`config.mk`:
```
export PLATFORM = sky130hd
export DESIGN_NAME = dtpq_ctrl
export DESIGN_NICKNAME = d
export VERILOG_FILES = /design/src/rtl/dtpq_pkg.sv /design/src/rtl/dtpq_ctrl.sv
export SDC_FILE = /design/constraint.sdc
export NUM_CORES = 1
export LEC_CHECK = 0
export ABC_CLOCK_PERIOD_IN_PS = 4700
export BUFFER_PORTS_ARGS = -buffer_cell sky130_fd_sc_hd__buf_4
export CORE_MARGIN = 3
export CORE_UTILIZATION = 55
export DETAILED_ROUTE_END_ITERATION = 16
export PLACE_DENSITY_LB_ADDON = 0.15
export SETUP_SLACK_MARGIN = 0.05
export SLEW_MARGIN = 20
export SYNTH_ARGS = -nofsm -noshare
export SYNTH_HDL_FRONTEND = slang
export SYNTH_SLANG_ARGS = --single-unit
export TNS_END_PERCENT = 5
```
`constraint.sdc`:
```
create_clock -name clk -period 4.7 [get_ports clk]
set_input_delay 0.94 -clock clk [delete_from_list [all_inputs] [get_ports clk]]
set_output_delay 0.94 -clock clk [all_outputs]
set_load 0.01 [all_outputs]
```
`src/rtl/dtpq_pkg.sv`:
```
package dtpq_pkg;

	// queue geometry
	localparam int DEPTH = 64;
	localparam int CNT_W = $clog2(DEPTH + 1);
	localparam int CAP_W = 7;
	localparam int CMP_W = (CNT_W > CAP_W) ? CNT_W : CAP_W;
	localparam logic [CMP_W-1:0] DEPTH_C = CMP_W'(DEPTH);

	// payload widths
	localparam int TAG_W = 16;
	localparam int SIZE_W = 16;
	localparam int TIME_W = 48;
	localparam int LEN_W = 7;
	localparam int DROP_W = 32;

	// operation codes
	localparam logic FUNC_ENQ = 1'b0;
	localparam logic FUNC_DEQ = 1'b1;

	typedef enum logic [1:0] {
		ST_ENQ   = 2'd0,
		ST_DROP  = 2'd1,
		ST_DEQ   = 2'd2,
		ST_EMPTY = 2'd3
	} status_t;

	typedef logic [CNT_W-1:0] cnt_t;

	// one stored descriptor
	typedef struct packed {
		logic [TAG_W-1:0]  tag;
		logic [SIZE_W-1:0] size;
		logic [TIME_W-1:0] arrival;
	} entry_t;

	// decision of the control unit for the cell row
	typedef struct packed {
		logic    push;
		logic    pop;
		status_t status;
	} ctl_t;

endpackage

```
`src/rtl/dtpq_ctrl.sv`:
```
module dtpq_ctrl
	import dtpq_pkg::*;
(
	input  logic              clk,
	input  logic              arst_n,
	input  logic              accept,
	input  logic              func,
	input  logic [SIZE_W-1:0] packet_size,
	input  logic              cfg_wr_en,
	input  logic [CAP_W-1:0]  cfg_wr_data,
	output ctl_t              ctl,
	output cnt_t              count,
	output cnt_t              count_next,
	output logic [DROP_W-1:0] drop_next
);

	logic [CAP_W-1:0]  capacity_q;
	cnt_t              count_q;
	logic [DROP_W-1:0] drop_q;

	logic [CMP_W-1:0]  cap_ext;
	logic [CMP_W-1:0]  limit;
	logic              full;
	logic [DROP_W:0]   drop_sum;
	logic [DROP_W-1:0] drop_sat;

	// effective limit: capacity when set and below the row length
	always_comb begin
		cap_ext = CMP_W'(capacity_q);
		limit = ((capacity_q != '0) && (cap_ext < DEPTH_C)) ? cap_ext : DEPTH_C;
		full = CMP_W'(count_q) >= limit;
		drop_sum = {1'b0, drop_q} + (DROP_W + 1)'(packet_size);
		drop_sat = drop_sum[DROP_W] ? '1 : drop_sum[DROP_W-1:0];
	end

	// decide the transaction outcome
	always_comb begin
		ctl = '{push: 1'b0, pop: 1'b0, status: ST_ENQ};
		count_next = count_q;
		drop_next = drop_q;
		if (func == FUNC_ENQ) begin
			if (full) begin
				ctl.status = ST_DROP;
				drop_next = drop_sat;
			end else begin
				ctl.push = accept;
				ctl.status = ST_ENQ;
				count_next = count_q + cnt_t'(1);
			end
		end else begin
			if (count_q == '0) begin
				ctl.status = ST_EMPTY;
			end else begin
				ctl.pop = accept;
				ctl.status = ST_DEQ;
				count_next = count_q - cnt_t'(1);
			end
		end
	end

	// fill count, drop counter and capacity register
	always_ff @(posedge clk or negedge arst_n) begin
		if (!arst_n) begin
			capacity_q <= '0;
			count_q <= '0;
			drop_q <= '0;
		end else begin
			if (cfg_wr_en) begin
				capacity_q <= cfg_wr_data;
			end
			if (accept) begin
				count_q <= count_next;
				drop_q <= drop_next;
			end
		end
	end

	assign count = count_q;

endmodule

```
; ---- Word-level counts from Yosys, hierarchy flattened
; Index checks and enable logic that the tools add are counted.
[totals]
register_bits = 46
inputBits = 28
[op_classes]
addsub = 3
order_cmp = 2
mux = 14
n_reduce_logical = 3
[ops]
columns = op, n
row1 = 32-bit two-way mux, 3
row2 = 32-bit by 16-bit adder with 33-bit output, 1
row3 = 7-bit two-way mux, 4
row4 = 7-bit by 1-bit adder with 7-bit output (second input constant), 1
row5 = 7-bit greater-or-equal comparator, 1
row6 = 7-bit logical NOT, 1
row7 = 7-bit less-than comparator (second input constant), 1
row8 = 7-bit nonzero test, 1
row9 = 7-bit by 1-bit subtractor with 7-bit output (second input constant), 1
row10 = 1-bit two-way mux, 6
row11 = 2-bit two-way mux, 1
row12 = 1-bit logical AND, 1

; ---- Depth between registers and ports, before layout
[depth]
depth_word = 6
depth_mapped = 11

; ---- Least setup slack after synthesis
; No wires, ideal clock.
[synth_timing]
kind = input port to output port
from = input port packet_size[0]
to = output port drop_next[25]
arrival_time_ps = 3035
required_ps = 3760
path_slack_ps = 725
stages = 9
cell_sequence = ha_1 > fa_1 > a21o_1 > a221oi_4 > nor3_2 > o31ai_4 > buf_6 > nand2_1 > mux2_2
[synth_via]
elab_chain_len = 4
[synth_lines]
columns = item, line
row1 = "start, declared", dtpq_ctrl.sv:8  ; input logic [SIZE_W-1:0] packet_size,
row2 = 32-bit by 16-bit adder with 33-bit output, dtpq_ctrl.sv:32  ; drop_sum = {1'b0, drop_q} + (DROP_W + 1)'(packet_size);
row3 = 32-bit two-way mux, dtpq_ctrl.sv:33  ; drop_sat = drop_sum[DROP_W] ? '1 : drop_sum[DROP_W-1:0];
row4 = 32-bit two-way mux, dtpq_ctrl.sv:42  ; if (full) begin
row5 = 32-bit two-way mux, dtpq_ctrl.sv:41  ; if (func == FUNC_ENQ) begin
row6 = "end, declared", dtpq_ctrl.sv:14  ; output logic [DROP_W-1:0] drop_next
; Every way passes these cells.

; ---- Final worst setup path
[layout_timing]
from = input port packet_size[0]
to = output port drop_next[26]
; The elaborated chain is that of the path after synthesis.

==> flow_summary_export.csv <==
group,metric,value,unit
outcome,status,"complete, no violations",
setup_path,rr_worst_depth,9,
drt,viasPerCell,5.97,
hold_path,min_path_type,"flip-flop to flip-flop",
setup_path,cpLargestDelayFamily,"compound AO/OA/AOI/OAI gates",
drt,first_pass_iters,4,
final_layout,drive_gt1_frac,0.233,
hold_path,hold_depth,2,
sta,min_period,4.45,ns
logic_synthesis,ys_seq_elements,46,
setup_path,crit_path_max_fanout,12,
drt,ant_nets,0,
global_route,antenna_found_initial,0,
floorplan,die_h,90.9,microns
floorplan,ios,78,
floorplan,die-area,8260,sq um
clock_tree,post_cts.repair.setup_buffers,0,
sta,fin_setup_tns,0,ns
power,powerDensity,579,nW/um^2
clock_tree,cts_resized,0,
placed_design,dp.cells,632,
clock_tree,cts_root_buffer,"clkbuf_8",
final_layout,layoutNonFillerInstCount,640,
setup_path,cp.depth,10,
floorplan,fp.dieW,90.9,microns
logic_synthesis,netlist_area,3960,sq um
placed_design,dp_hpwl,7510,microns
setup_path,required,3.76,ns
sta,relSlewSlack,0.533,
logic_synthesis,synth-edff-count,0,
sta,rsz0062_at_grt,"no",
clock_tree,clk_pin_slew,0.08,ns
logic_synthesis,syn_area_per_cell,8.26,sq um
global_route,grt_pass1_vias,3804,
floorplan,initial_core_util,0.574,
clock_tree,hold_buffers,0,
global_route,grt_pass1_wl,17700,microns
sta,worstMarginPinSlew,0.699,ns
sta,slew_violations,0,
logic_synthesis,netlist_instances,480,
floorplan,fp-row-count,30,
final_layout,syn2layout_area_growth,18.6,%
placed_design,dp_slack,0.272,ns
final_layout,diodes,0,
setup_path,crit_buf_inv,2,
sta,finalSetupViolations,0,
final_layout,nets,598,
final_layout,mostFrequentLayoutCell,"buf_4",
final_layout,layout_common_cells,"buf_4, nor2_1, nand2_1, dfrtp_1, a21oi_1",
sta,period_share,0.946,
run,cap_violations,0,
setup_path,crit_arrival,3.51,ns
setup_path,critPathMaxStageDelay,0.53,ns
setup_path,crit_type,"input port to output port",
logic_synthesis,synthArstFlopShare,1.00,
drt,vias,3821,
floorplan,core,6910,sq um
clock_tree,clockBufferDepth,2,
clock_tree,cts_tree,"done",
setup_path,worstPathCellList,"buf_4 -> ha_1 -> fa_1 -> a21o_1 -> a221oi_4 -> nor3_2 -> o311a_1 -> nor2b_1 -> a21oi_1 -> buf_4",
power,leakage,2.13,nW
drt,post-route-drc-count,0,
sta,hold_viol,0,
logic_synthesis,synth_flop_cell,"dfrtp_1",
setup_path,critPathSlowestCell,"o311a_1",
sta,layout_setup_ws,0.253,ns
logic_synthesis,yosys_warnings,0,
drt,routedWlPerCell,15.7,microns
logic_synthesis,synth_cell_type_count,54,
global_route,grt_overflow_total,0,
drt,wl,10000,microns
power,ir_drop,0.334,mV
sta,fmax,225,MHz
placed_design,routabilityCongestion,0.894,
setup_path,endpoint_kind,"output port",
setup_path,start_kind,"input port",
sta,skew,0.0161,ns
global_route,grt_start_max_net_pins,47,
placed_design,io_buffers,77,
logic_synthesis,yosysSeqAreaShare,0.290,
global_route,track_usage,0.255,
drt,drt-initial-drc-count,183,
logic_synthesis,synthesis.nets,535,
clock_tree,insertion_delay,0.31,ns
clock_tree,cts_sinks,46,
clock_tree,cts_buffers,5,
clock_tree,htreeDepth,2,
setup_path,cp_common_cell,"buf_4",
-- kinds of logic (layout without fill, tap and decap cells) --
group / after synthesis / in the layout / share of synthesized area
AND/OR/NAND/NOR: 177 / 177 / 0.219
AO/OA/AOI/OAI: 140 / 140 / 0.228
flip-flops: 46 / 46 / 0.290
buffers and inverters: 37 / 101 / 0.0417
multiplexers: 30 / 30 / 0.0830
adder cells (fa/ha/maj): 27 / 27 / 0.0871
XOR/XNOR: 23 / 23 / 0.0508
-- routing by layer --
metal / wire [microns] / up-vias / part of all wire / global-route usage
met3: 511 / 15 / 0.051 / 0.0367
met1: 4480 / 1807 / 0.45 / 0.336
met2: 4910 / 110 / 0.49 / 0.443
li1: - / 1889 / - / -
met4: 132 / 0 / 0.013 / 0.0603
met5: 0 / - / 0 / 0
-- path summary, 6_finish.rpt --
kind | from | endpoint | slack (ns)
max in group asynchronous | arst_n | drop_q[6]$_DFFE_PN0P_ | 3.64
min | drop_q[7]$_DFFE_PN0P_ | drop_q[7]$_DFFE_PN0P_ | 0.53
max | packet_size[0] | drop_next[26] | 0.25
max reg2reg | cap_ext[1]$_DFFE_PN0P_ | drop_q[24]$_DFFE_PN0P_ | 1.64
min in group asynchronous | arst_n | count[5]$_DFFE_PN0P_ | 0.63
min reg2reg | drop_q[7]$_DFFE_PN0P_ | drop_q[7]$_DFFE_PN0P_ | 0.53
-- state kept, by name (all words and copies together) (netlist names) --
name	flops
drop_q	32
cap_ext	7
count	7
-- where the power goes --
group          internal, mW  switching [mW]  leakage, nW
Clock                 0.157           0.148       0.0579
Combinational         0.783           0.952         1.51
Sequential            0.509           0.170        0.564
Total                  1.45            1.27         2.13
-- synth_stat cells (8+ instances only) --
library cell	count	share of area
a21oi_1	42	0.053
a31oi_1	27	0.043
and3_1	9	0.014
buf_2	9	0.011
clkbuf_1	15	0.014
dfrtp_1	46	0.29
ha_1	26	0.082
inv_1	8	0.0076
mux2_2	23	0.065
nand2_1	49	0.046
nand2b_1	8	0.013
nand3_1	20	0.025
nand4_1	11	0.017
nor2_1	51	0.048
o21ai_0	30	0.038
xnor2_1	13	0.029
xor2_1	10	0.022
-- cell type report --
class / instances / area (sq um)
clock buffers: 5 / 68.8
clock inverters: 3 / 40.0
fillers: 642 / 2210
inverters: 9 / 33.8
multi-input cells: 397 / 2650
flip-flops and latches: 46 / 1150
well taps: 96 / 120
repair buffers: 84 / 631
-- through the flow --
| stage | total power [mW] | hold slack (ns) | area (sq um) | utilization |
|---|---|---|---|---|
| after floorplan | 1.83 | 0.476 | 3960 | - |
| after global placement | 2.36 | 0.494 | 4590 | 0.664 |
| after detailed placement | 2.41 | 0.510 | 4590 | 0.664 |
| after CTS | 2.73 | 0.530 | 4700 | 0.680 |
| after global routing | 2.98 | 0.565 | 4700 | 0.680 |
| final | 2.72 | 0.526 | 4700 | 0.680 |
-- worst register-to-register path: cells and delay by family (launching register included) --
family	cells	cell delay, ns
AO/OA/AOI/OAI	3	0.55
adder cells (fa/ha/maj)	1	0.35
flip-flops	1	0.40
AND/OR/NAND/NOR	5	1.66
Power figures use the tool's default switching activity.
