--- src/rtl/dtpq_pkg.sv ---
package dtpq_pkg;

	// queue geometry
	localparam int DEPTH = 64;
	localparam int CNT_W = $clog2(DEPTH + 1);
	localparam int CAP_W = 7;
	localparam int CMP_W = (CNT_W > CAP_W) ? CNT_W : CAP_W;
	localparam logic [CMP_W-1:0] DEPTH_C = CMP_W'(DEPTH);

	// payload widths
	localparam int TAG_W = 16;
	localparam int SIZE_W = 16;
	localparam int TIME_W = 48;
	localparam int LEN_W = 7;
	localparam int DROP_W = 32;

	// operation codes
	localparam logic FUNC_ENQ = 1'b0;
	localparam logic FUNC_DEQ = 1'b1;

	typedef enum logic [1:0] {
		ST_ENQ   = 2'd0,
		ST_DROP  = 2'd1,
		ST_DEQ   = 2'd2,
		ST_EMPTY = 2'd3
	} status_t;

	typedef logic [CNT_W-1:0] cnt_t;

	// one stored descriptor
	typedef struct packed {
		logic [TAG_W-1:0]  tag;
		logic [SIZE_W-1:0] size;
		logic [TIME_W-1:0] arrival;
	} entry_t;

	// decision of the control unit for the cell row
	typedef struct packed {
		logic    push;
		logic    pop;
		status_t status;
	} ctl_t;

endpackage

--- src/rtl/dtpq_cell.sv ---
module dtpq_cell
	import dtpq_pkg::*;
(
	input  logic   clk,
	input  logic   shift,
	input  logic   load,
	input  entry_t next_entry,
	input  entry_t in_entry,
	output entry_t entry
);

	entry_t entry_q;

	// take the neighbour's entry on a dequeue, the new descriptor when this is the tail slot
	always_ff @(posedge clk) begin
		if (shift) begin
			entry_q <= next_entry;
		end else if (load) begin
			entry_q <= in_entry;
		end
	end

	assign entry = entry_q;

endmodule

--- config.mk ---
export PLATFORM = sky130hd
export DESIGN_NAME = dtpq_cell
export DESIGN_NICKNAME = d
export VERILOG_FILES = /design/src/rtl/dtpq_pkg.sv /design/src/rtl/dtpq_cell.sv
export SDC_FILE = /design/constraint.sdc
export NUM_CORES = 1
export LEC_CHECK = 0
export BUFFER_PORTS_ARGS = -buffer_cell sky130_fd_sc_hd__buf_2
export CORE_UTILIZATION = 43
export DETAILED_ROUTE_END_ITERATION = 16
export GPL_TIMING_DRIVEN = 1
export PLACE_DENSITY = 0.93
export SETUP_SLACK_MARGIN = 0.2
export SYNTH_ARGS = -nofsm -noshare
export SYNTH_HDL_FRONTEND = slang
export SYNTH_SLANG_ARGS = --single-unit
--- constraint.sdc ---
create_clock -name clk -period 3.54 [get_ports clk]
set_input_delay 0.354 -clock clk [delete_from_list [all_inputs] [get_ports clk]]
set_output_delay 0.354 -clock clk [all_outputs]
set_load 0.05 [all_outputs]
# Yosys cells after proc, flatten, opt, wreduce, memory -nomap -nowiden
# Cells that the tools add are included.
dict set report word_totals {
  reg_bits 80
  latchBits 0
  ramBits 0
  rom_bits 0
  in_bits 163
  out_inout_bits 80
  elab_cells 6
  mem_count 0
}
dict set report op_classes {
  addsub 0
  multipliers 0
  div_mod_pow 0
  n_lt_le_gt_ge 0
  n_eq_ne 0
  n_shift 0
  mux 2
  n_bitwise 0
  reduce_logical 1
}
# op n
set op_table {}
lappend op_table {{$mux W80} 2}
lappend op_table {{$reduce_bool A2 Y1} 1}

# Depth between registers and ports, before layout
# Gate-level depths: netlist (run 1).
dict set report logic_depth {
  ltp_word 2
  depth_mapped 3
  depth_no_buf 1
}

# Worst setup path before layout (run 1)
# No wires, ideal clock.
dict set report synth_path {
  path_kind {input to register}
  from {input shift}
  to {register entry_q, in the netlist entry[0] (enable)}
  setup_time_ns 0.443
  arrival_time_ns 2.481
  t_required_ns 3.097
  slack_ns 0.616
  stages 3
  path_buffers 2
  path_cell_list {buf_6 buf_12 or2_1}
}
dict set report synth_via {
  elab_chain_cells 1
}
# element line
set synth_lines {}
lappend synth_lines {{start, declared} dtpq_cell.sv:5} ;# input logic shift,
lappend synth_lines {{$reduce_bool A2 Y1 (no line)} --}
lappend synth_lines {{end signal, assigned} dtpq_cell.sv:17} ;# entry_q <= next_entry;
lappend synth_lines {{end signal, assigned} dtpq_cell.sv:19} ;# entry_q <= in_entry;
lappend synth_lines {{end, declared} dtpq_cell.sv:12} ;# entry_t entry_q;
# Every way passes these cells.
# A chain may end at the register's enable or synchronous reset.

# Worst setup path in the final report (run 1)
dict set report layout_path {
  from {input shift}
  to {register entry_q, in the netlist entry[32] (enable)}
}
# The elaborated chain is that of the path after synthesis.

==> metrics.md, run 1 <==
| Metric | Value |
|---|---|
| Status | finished, final reports clean |
| CTS clk-pin slew, worst paths | 0.09 ns |
| Core Footprint | 8340 µm² |
| Fin crit period | 1.41 ns |
| CP Max Fanout | 80 |
| Count of placed standard cells including taps | 510 |
| CTS sink count | 80 |
| CTS buffer count | 9 |
| Largest net degree at the start of global routing | 81 |
| Routed Wire Length | 8690 µm |
| Critical setup path kind | primary input to flop |
| CTS H-tree depth | 3 |
| Area delta synth->final | 36.5% |
| Warning count from the yosys run | 0 |
| Critical path buffer and inverter count | 1 |
| Worst VDD drop | 218 µV |
| All-Layer GR Usage | 0.179 |
| Hold-fix buffers, CTS | 0 |
| CTS tree | yes |
| CP max-delay cell | or2_4 |
| Remaining DRCs | 0 |
| WHS Endpoint | entry[1] |
| Synth cell types | 6 |
| Critical Path RT | 3.49 ns |
| Sequential-to-total area share from yosys stat | 0.636 |
| Mux contribution to synthesized area | 0.317 |
| Max clock buf depth | 2 |
| Syn Inst Count | 170 |
| Fraction of layout cells with a size suffix above 1 | 0.803 |
| First-pass GRT wire length | 11900 µm |
| Startpoint Class | primary input |
| Grt ovf | 0 |
| Power per Cell Area | 499 nW/µm² |
| Wire per inst | 16.5 µm |
| Max incr delay on CP | 0.83 ns |
| Final Cell Area | 5160 µm² |
| CTS root buffer | clkbuf_8 |
| Final hold vios | 0 |
| Max Fclk | 708 MHz |
| Max Cap Viol | 0 |
| Syn_area_per_cell | 22.2 µm² |
| Multi-input gate area | 1210 µm² |
| FP Rows | 33 |
| Initial DRC Count | 64 |
| Post-synthesis simple-gate area fraction | 0.00166 |
| Mapped cell area | 3780 µm² |
| Slew headroom | 0.261 |
| Hold path start | next_entry[1] |
| Final Max Slew Viols | 0 |
| Max reg flops | 80 |
| Seq cells post-synth | 80 |
| Actual slew at the worst max-slew pin | 1.11 ns |
| Register area | 2400 µm² |
| Lkg Pwr | 2.52 nW |
| Crit path DAT | 1.36 ns |
| Setup bufs post-CTS | 0 |
| RSZ-0062 raised after global routing | false |
| IO Port Bufs | 242 |
| Final worst-path cycle share | 0.399 |
| CP delay by family, top | simple AND/OR/NAND/NOR gates |
| Die area | 9160 µm² |
| Tightest Hold Check Type | primary input to flop |
| Die width | 95.7 µm |
| Via-per-instance ratio | 4.67 |
| Setup TNS | 0 ns |
| Adder-cell share of the synthesized area | 0 |
| Post-route ant nets | 0 |
| Hold path cells | 2 |
| Area after DPL | 4970 µm² |
| FILL cells | 665 |
| Largest family of logic cells by synthesized area | multiplexers |
| Net Count, Synth | 333 |
| Vias in the first global route | 2378 |
| XOR/XNOR Fraction of Synth Area | 0 |
| I/O pin count | 243 |
| Starting Density | 0.453 |
| Drt pass-1 iters | 4 |
| Layout Cells excl Fill | 526 |
| Critical-path cell list | buf_4 -> or2_4 |
| Antenna violations before repair | 0 |
| Final nets | 579 |
| Final Setup Violations | 0 |
| Diodes inserted | 0 |
| Routability congestion estimate | 0.713 |
| Die Span Y | 95.7 µm |
| Crit end category | flop |
| Post-CTS sizing | 0 |
| Vias | 2458 |
| Compound-gate portion of the synthesized area | 0 |
==> cell usage after synthesis <==
cell | instances | area share
mux2_4 | 79 | 0.31
buf_12 | 8 | 0.042
or2_1 | 1 | 0.0017
buf_6 | 1 | 0.0030
edfxtp_1 | 80 | 0.64
mux2_2 | 1 | 0.0030
==> cell families (layout without fill, tap and decap cells) <==
kind of cell,count (synthesis),count (layout)
and+or+nand+nor,1,1
muxes,80,80
DFF,80,80
buffers and inverters,9,260
==> power by group <==
group / internal (mW) / total, mW / switching, mW
Clock: 0.326 / 0.648 / 0.322
Combinational: 0.238 / 0.735 / 0.497
Sequential: 1.16 / 1.19 / 0.0289
==> per-layer routing <==
layer | wire length [µm] | track usage | part of all wire
met1 | 3070 | 0.190 | 0.35
met2 | 4660 | 0.332 | 0.54
met3 | 813 | 0.0513 | 0.094
met4 | 144 | 0.0697 | 0.017
met5 | 0 | 0 | 0
==> placed cells by master (no fill, tap or decap), drive strengths merged <==
cell / count
clkinvlp: 2
mux2: 80
bufinv: 1
or2: 1
clkbuf: 11
buf: 244
clkinv: 2
edfxtp: 80
==> cell type report <==
cell class | count | area share
clock inverters | 5 | 0.0112
multi-input cells | 81 | 0.234
well taps | 105 | 0.0255
repair buffers | 244 | 0.238
flip-flops and latches | 80 | 0.466
clock buffers | 11 | 0.0255
==> metrics by stage <==
stage	power (mW)	worst slack [ns]	hold slack, ns	util
after floorplan	1.76	0.616	0.571	-
after global placement	1.93	1.80	0.655	0.596
after detailed placement	1.95	1.76	0.657	0.596
after CTS	2.60	2.13	0.290	0.618
after global routing	2.67	2.06	0.293	0.618
final	2.58	2.13	0.308	0.618
==> how the worst max path moves through the flow <==
stage | start | end | slack [ns] | cells after the start
after floorplan | shift | entry[0] | 0.62 | 3
after CTS | shift | entry[77] | 2.13 | 3
after detailed placement | shift | entry[77] | 1.76 | 3
after global routing | shift | entry[56] | 2.06 | 2
final | shift | entry[32] | 2.13 | 2
after global placement | shift | entry[77] | 1.80 | 3
(Power assumes the default switching activity.)
==> run 2, diff against run 1 <==
Settings changed: ABC_AREA from default to 1, CORE_UTILIZATION 43 to 41, PLACE_DENSITY 0.93 to 0.92.
Clock period 3.54 ns to 1.4 ns, I/O delays scaled along.
==> run 2 against run 1 <==
Via count rose by 28%. Sequential power grew to 2.5 times the previous value. First-iteration DRC count increased by 130%. Non-clock buffer count increased by 1. Count of clock-buffer cells in the layout decreased by 1. Sequential share of layout area up 2.7 points. Synthesized cell count rose by 99%. Wire length rose by 4.2%. Critical path type is now flop to primary output. Largest cell class unchanged. Largest power group unchanged. Highest routed layer unchanged.
==> metrics.md, run 2 <==
| Metric | Value |
|---|---|
| Post-synth top flop | edfxtp_1 |
| Mapped cell area | 3460 µm² |
| Sequential-to-total area share from yosys stat | 0.694 |
| Net Count, Synth | 502 |
| Routability congestion estimate | 0.808 |
| CTS buffer count | 9 |
| Final Max Slew Viols | 0 |
| Final nets | 741 |
| Startpoint Class | flop |
| Slew headroom | 0.638 |
| Final Cell Area | 4870 µm² |
| Area leader, netlist | edfxtp_1 |
| FFs w/ async S/R, synth | 0 |
| Grt ovf | 0 |
| Crit end category | primary output |
| CP max-delay cell | edfxtp_1 |
| Synth cell types | 6 |
| Post-route ant nets | 0 |
| Max Cap Viol | 0 |
| Most common cell after layout, fill and taps aside | buf_2 |
| Die Span Y | 93.9 µm |
| CTS sink count | 80 |
| HPWL Detailed | 6760 µm |
| Syn_area_per_cell | 10.2 µm² |
| Post-CTS sizing | 0 |
| Syn Inst Count | 339 |
| Antenna violations before repair | 0 |
| Max incr delay on CP | 0.36 ns |
| First-pass GRT wire length | 13400 µm |
| Diodes inserted | 0 |
| Critical path buffer and inverter count | 1 |
| Core Footprint | 8180 µm² |
| Main area contributors after synthesis | edfxtp_1, nand2_1, buf_6 |
| Seq cells post-synth | 80 |
| IO Port Bufs | 242 |
| Fraction of layout cells with a size suffix above 1 | 0.446 |
| Wire per inst | 13.2 µm |
| Hold-fix buffers, CTS | 0 |
| Vias in the first global route | 2931 |
| Critical setup path kind | flop to primary output |
| Warning count from the yosys run | 0 |
| Largest net degree at the start of global routing | 82 |
| Critical Path RT | 1.26 ns |
| Most common cell in the netlist | nand2_1 |
| Count of placed standard cells including taps | 672 |
| Actual slew at the worst max-slew pin | 0.544 ns |
| Final Setup Violations | 0 |
| CTS H-tree depth | 3 |
| All-Layer GR Usage | 0.201 |
| Hold path cells | 3 |
| CTS tree | yes |
| Layout Utilization | 0.596 |
| Final hold vios | 0 |
| Layout Cells excl Fill | 688 |
| Setup bufs post-CTS | 0 |
| CTS clk-pin slew, worst paths | 0.09 ns |
| Fin crit period | 1.11 ns |
| CP delay by family, top | flip-flops |
| Remaining DRCs | 0 |
| Area delta synth->final | 40.9% |
| Status | finished, final reports clean |
| CP Max Fanout | 1 |
| FP Rows | 33 |
| CTS root buffer | clkbuf_8 |
| Die width | 93.9 µm |
| Area after DPL | 4710 µm² |
| Final worst-path cycle share | 0.790 |
| Worst VDD drop | 752 µV |
| Max reg flops | 80 |
| EDFF count, synth | 80 |
| Hold_ws | 0.0617 ns |
| Critical path depth in cells | 1 |
| Vias | 3152 |
| Lkg Pwr | 2.60 nW |
| Max Fclk | 904 MHz |
| I/O pin count | 243 |
| Power per Cell Area | 1270 nW/µm² |
| Drt pass-1 iters | 4 |
| Crit path DAT | 0.97 ns |
| Critical-path cell list | buf_2 |
| Via-per-instance ratio | 4.58 |
| Post-synth top area share | 0.694 |
| FILL cells | 692 |
| Max clock buf depth | 2 |
| RSZ-0062 raised after global routing | false |
| Die area | 8810 µm² |
| Routed Wire Length | 9060 µm |
| Commonest cells in the synthesized netlist | nand2_1, edfxtp_1, buf_6 |
| Most frequent cells in the layout | buf_2, nand2_1, edfxtp_1 |
| Initial DRC Count | 146 |
| Starting Density | 0.423 |
| Setup TNS | 0 ns |
| Tightest Hold Check Type | primary input to flop |
==> run 2: final timing paths <==
check / startpoint / endpoint
setup / recovery: entry[44] / entry[44]
hold / removal: in_entry[21] / entry[21]
==> run 2: cell families (layout without fill, tap and decap cells) <==
family | after synthesis | in the layout | share of synthesized area
DFF | 80 | 80 | 0.694
and+or+nand+nor | 241 | 241 | 0.262
buffers and inverters | 18 | 262 | 0.0434
==> run 2: final cells by class <==
cell class / instances / area (µm²) / share of cell area
Inverter: 1 / 8.76 / 0.00180
Clock buffer: 10 / 128 / 0.0262
Timing Repair Buffer: 245 / 1260 / 0.258
Tap cell: 105 / 131 / 0.0270
Clock inverter: 6 / 36.3 / 0.00744
Multi-Input combinational cell: 241 / 910 / 0.187
Sequential cell: 80 / 2400 / 0.493
==> run 2: power by group <==
group	leakage [nW]	switching [mW]	internal, mW	total [mW]
logic	1.70	1.31	0.423	1.73
clock network	0.0773	0.827	0.634	1.46
registers	0.824	0.0669	2.94	3.01
total	2.60	2.20	3.99	6.20
==> run 2: metrics by stage <==
step                setup WS (ns)  power [mW]
global placement            0.103        4.75
CTS                         0.269        6.24
floorplan                   0.121        4.28
detailed placement         0.0438        4.80
global route                0.249        6.46
finish                      0.293        6.20
==> run 2: per-layer routing <==
metal | global-route usage | routed length [µm] | vias up
li1 | - | - | 1561
met1 | 0.219 | 3340 | 1422
met2 | 0.379 | 4960 | 157
met3 | 0.0421 | 632 | 12
met4 | 0.0731 | 123 | 0
met5 | 0 | 0 | -
==> run 3, diff against run 2 <==
Settings changed: ABC_AREA 1 to 0, CORE_UTILIZATION 41 to 43, PLACE_DENSITY 0.92 to 0.93.
Clock period 1.4 ns to 1.05 ns, I/O delays scaled along.
==> run 3 against run 2 <==
Final cell count shrank 23%. Via count decreased by 22%. Clock power rose by 49%. Count of clock-buffer cells in the layout stayed put. Flip-flop and latch count unchanged. Sequential share of layout area is 7.4 points lower. Sequential power increased by 36%. Worst hold slack got worse by 0.0024 ns. Critical path type unchanged.
==> metrics.md, run 3 (synthesized netlist as in run 1, its figures left out) <==
| Metric | Value |
|---|---|
| Actual slew at the worst max-slew pin | 0.273 ns |
| CTS tree | yes |
| Post-route ant nets | 0 |
| Remaining DRCs | 0 |
| First-pass GRT wire length | 12200 µm |
| Max Fclk | 968 MHz |
| Crit end category | primary output |
| Largest net degree at the start of global routing | 39 |
| CP Max Fanout | 1 |
| CP delay by family, top | flip-flops |
| Routed Wire Length | 8780 µm |
| I/O pin count | 243 |
| FILL cells | 569 |
| Critical Path RT | 0.94 ns |
| Slew headroom | 0.818 |
| Diodes inserted | 0 |
| Die Span Y | 95.7 µm |
| CTS clk-pin slew, worst paths | 0.09 ns |
| Final worst-path cycle share | 0.984 |
| Lkg Pwr | 2.74 nW |
| Cell-internal power | 6.26 mW |
| Fraction of layout cells with a size suffix above 1 | 0.807 |
| Psw | 2.94 mW |
| HPWL Detailed | 6570 µm |
| Hold path start | in_entry[51] |
| Crit path DAT | 0.93 ns |
| Most common cell after layout, fill and taps aside | buf_2 |
| Die width | 95.7 µm |
| Final WS setup | 0.0167 ns |
| RSZ-0062 raised after global routing | true |
| Grt ovf | 0 |
| Clock network fraction of total power | 0.237 |
| CTS H-tree depth | 3 |
| Starting Density | 0.453 |
| Routability congestion estimate | 0.761 |
| Switching Fraction | 0.320 |
| CTS sink count | 80 |
| Drt pass-1 iters | 4 |
| Critical setup path kind | flop to primary output |
| IO Port Bufs | 242 |
| Flop pwr share | 0.445 |
| Area delta synth->final | 51.9% |
| Max incr delay on CP | 0.41 ns |
| Critical-path cell list | buf_6 |
| Via-per-instance ratio | 4.64 |
| Vias in the first global route | 2547 |
| Core Footprint | 8340 µm² |
| Final Power | 9.20 mW |
| Startpoint Class | flop |
| Wire per inst | 16.6 µm |
| Max Cap Viol | 0 |
| CTS root buffer | clkbuf_8 |
| Tightest Hold Check Type | primary input to flop |
| Final Max Slew Viols | 0 |
| CP startpoint | entry[48] |
| Vias | 2459 |
| Final Setup Violations | 0 |
| Final hold vios | 0 |
| Post-place setup slack | -0.100 ns |
| Hold-fix buffers, CTS | 0 |
| Antenna violations before repair | 0 |
| Fin crit period | 1.03 ns |
| Most frequent cells in the layout | buf_2, edfxtp_1, buf_6 |
| CTS buffer count | 9 |
| Max reg flops | 80 |
| Die area | 9160 µm² |
| Combinational power share | 0.318 |
| Initial DRC Count | 33 |
| Power per Cell Area | 1600 nW/µm² |
| Worst VDD drop | 860 µV |
| Status | finished, final reports clean |
| Final nets | 583 |
| Max clock buf depth | 2 |
| Critical path buffer and inverter count | 1 |
| FP Rows | 33 |
| All-Layer GR Usage | 0.186 |
| CP max-delay cell | edfxtp_1 |
## run 3: metal layers
metal  share of wire  GRT usage  up-vias
met3           0.084     0.0585       21
met5               0          0        -
met1            0.32      0.174     1138
met4           0.029     0.0958        0
li1                -          -     1167
met2            0.57      0.357      133
## run 3: power groups by stage
stage	logic [mW]	clock network [mW]	registers [mW]
floorplan	0.582	0	5.34
global placement	2.48	0	4.06
detailed placement	2.53	0	4.07
CTS	2.94	2.25	4.10
global route	3.04	2.38	4.12
finish	2.92	2.18	4.09
## run 3: through the flow
stage	util	hold slack, ns	cells	area, µm²	setup TNS, ns
final	0.688	0.0594	530	5740	0
after global routing	0.688	0.0420	530	5740	-0.120
after CTS	0.688	0.0406	530	5740	-0.00809
after detailed placement	0.605	0.409	514	5050	-4.80
after global placement	0.605	0.404	514	5050	-3.00
after floorplan	-	0.322	170	3790	-30.00
## run 3: timing repair
item | in CTS | in global routing
setup buffers | 0 | 0
resized for setup | 160 | 0
endpoints found under the setup margin | 80 | 80
## run 3: cell type report
cell class,count,area [µm²],share of cell area
multi-input cells,81,1210,0.210
clock inverters,6,60.1,0.0105
repair buffers,248,1810,0.315
flip-flops and latches,80,2400,0.419
well taps,105,131,0.0229
clock buffers,10,128,0.0222
## run 3: final timing paths
check                    to  slack, ns  cells past startpoint
setup / recovery  entry[48]       0.02                      1
hold / removal    entry[51]       0.06                      2
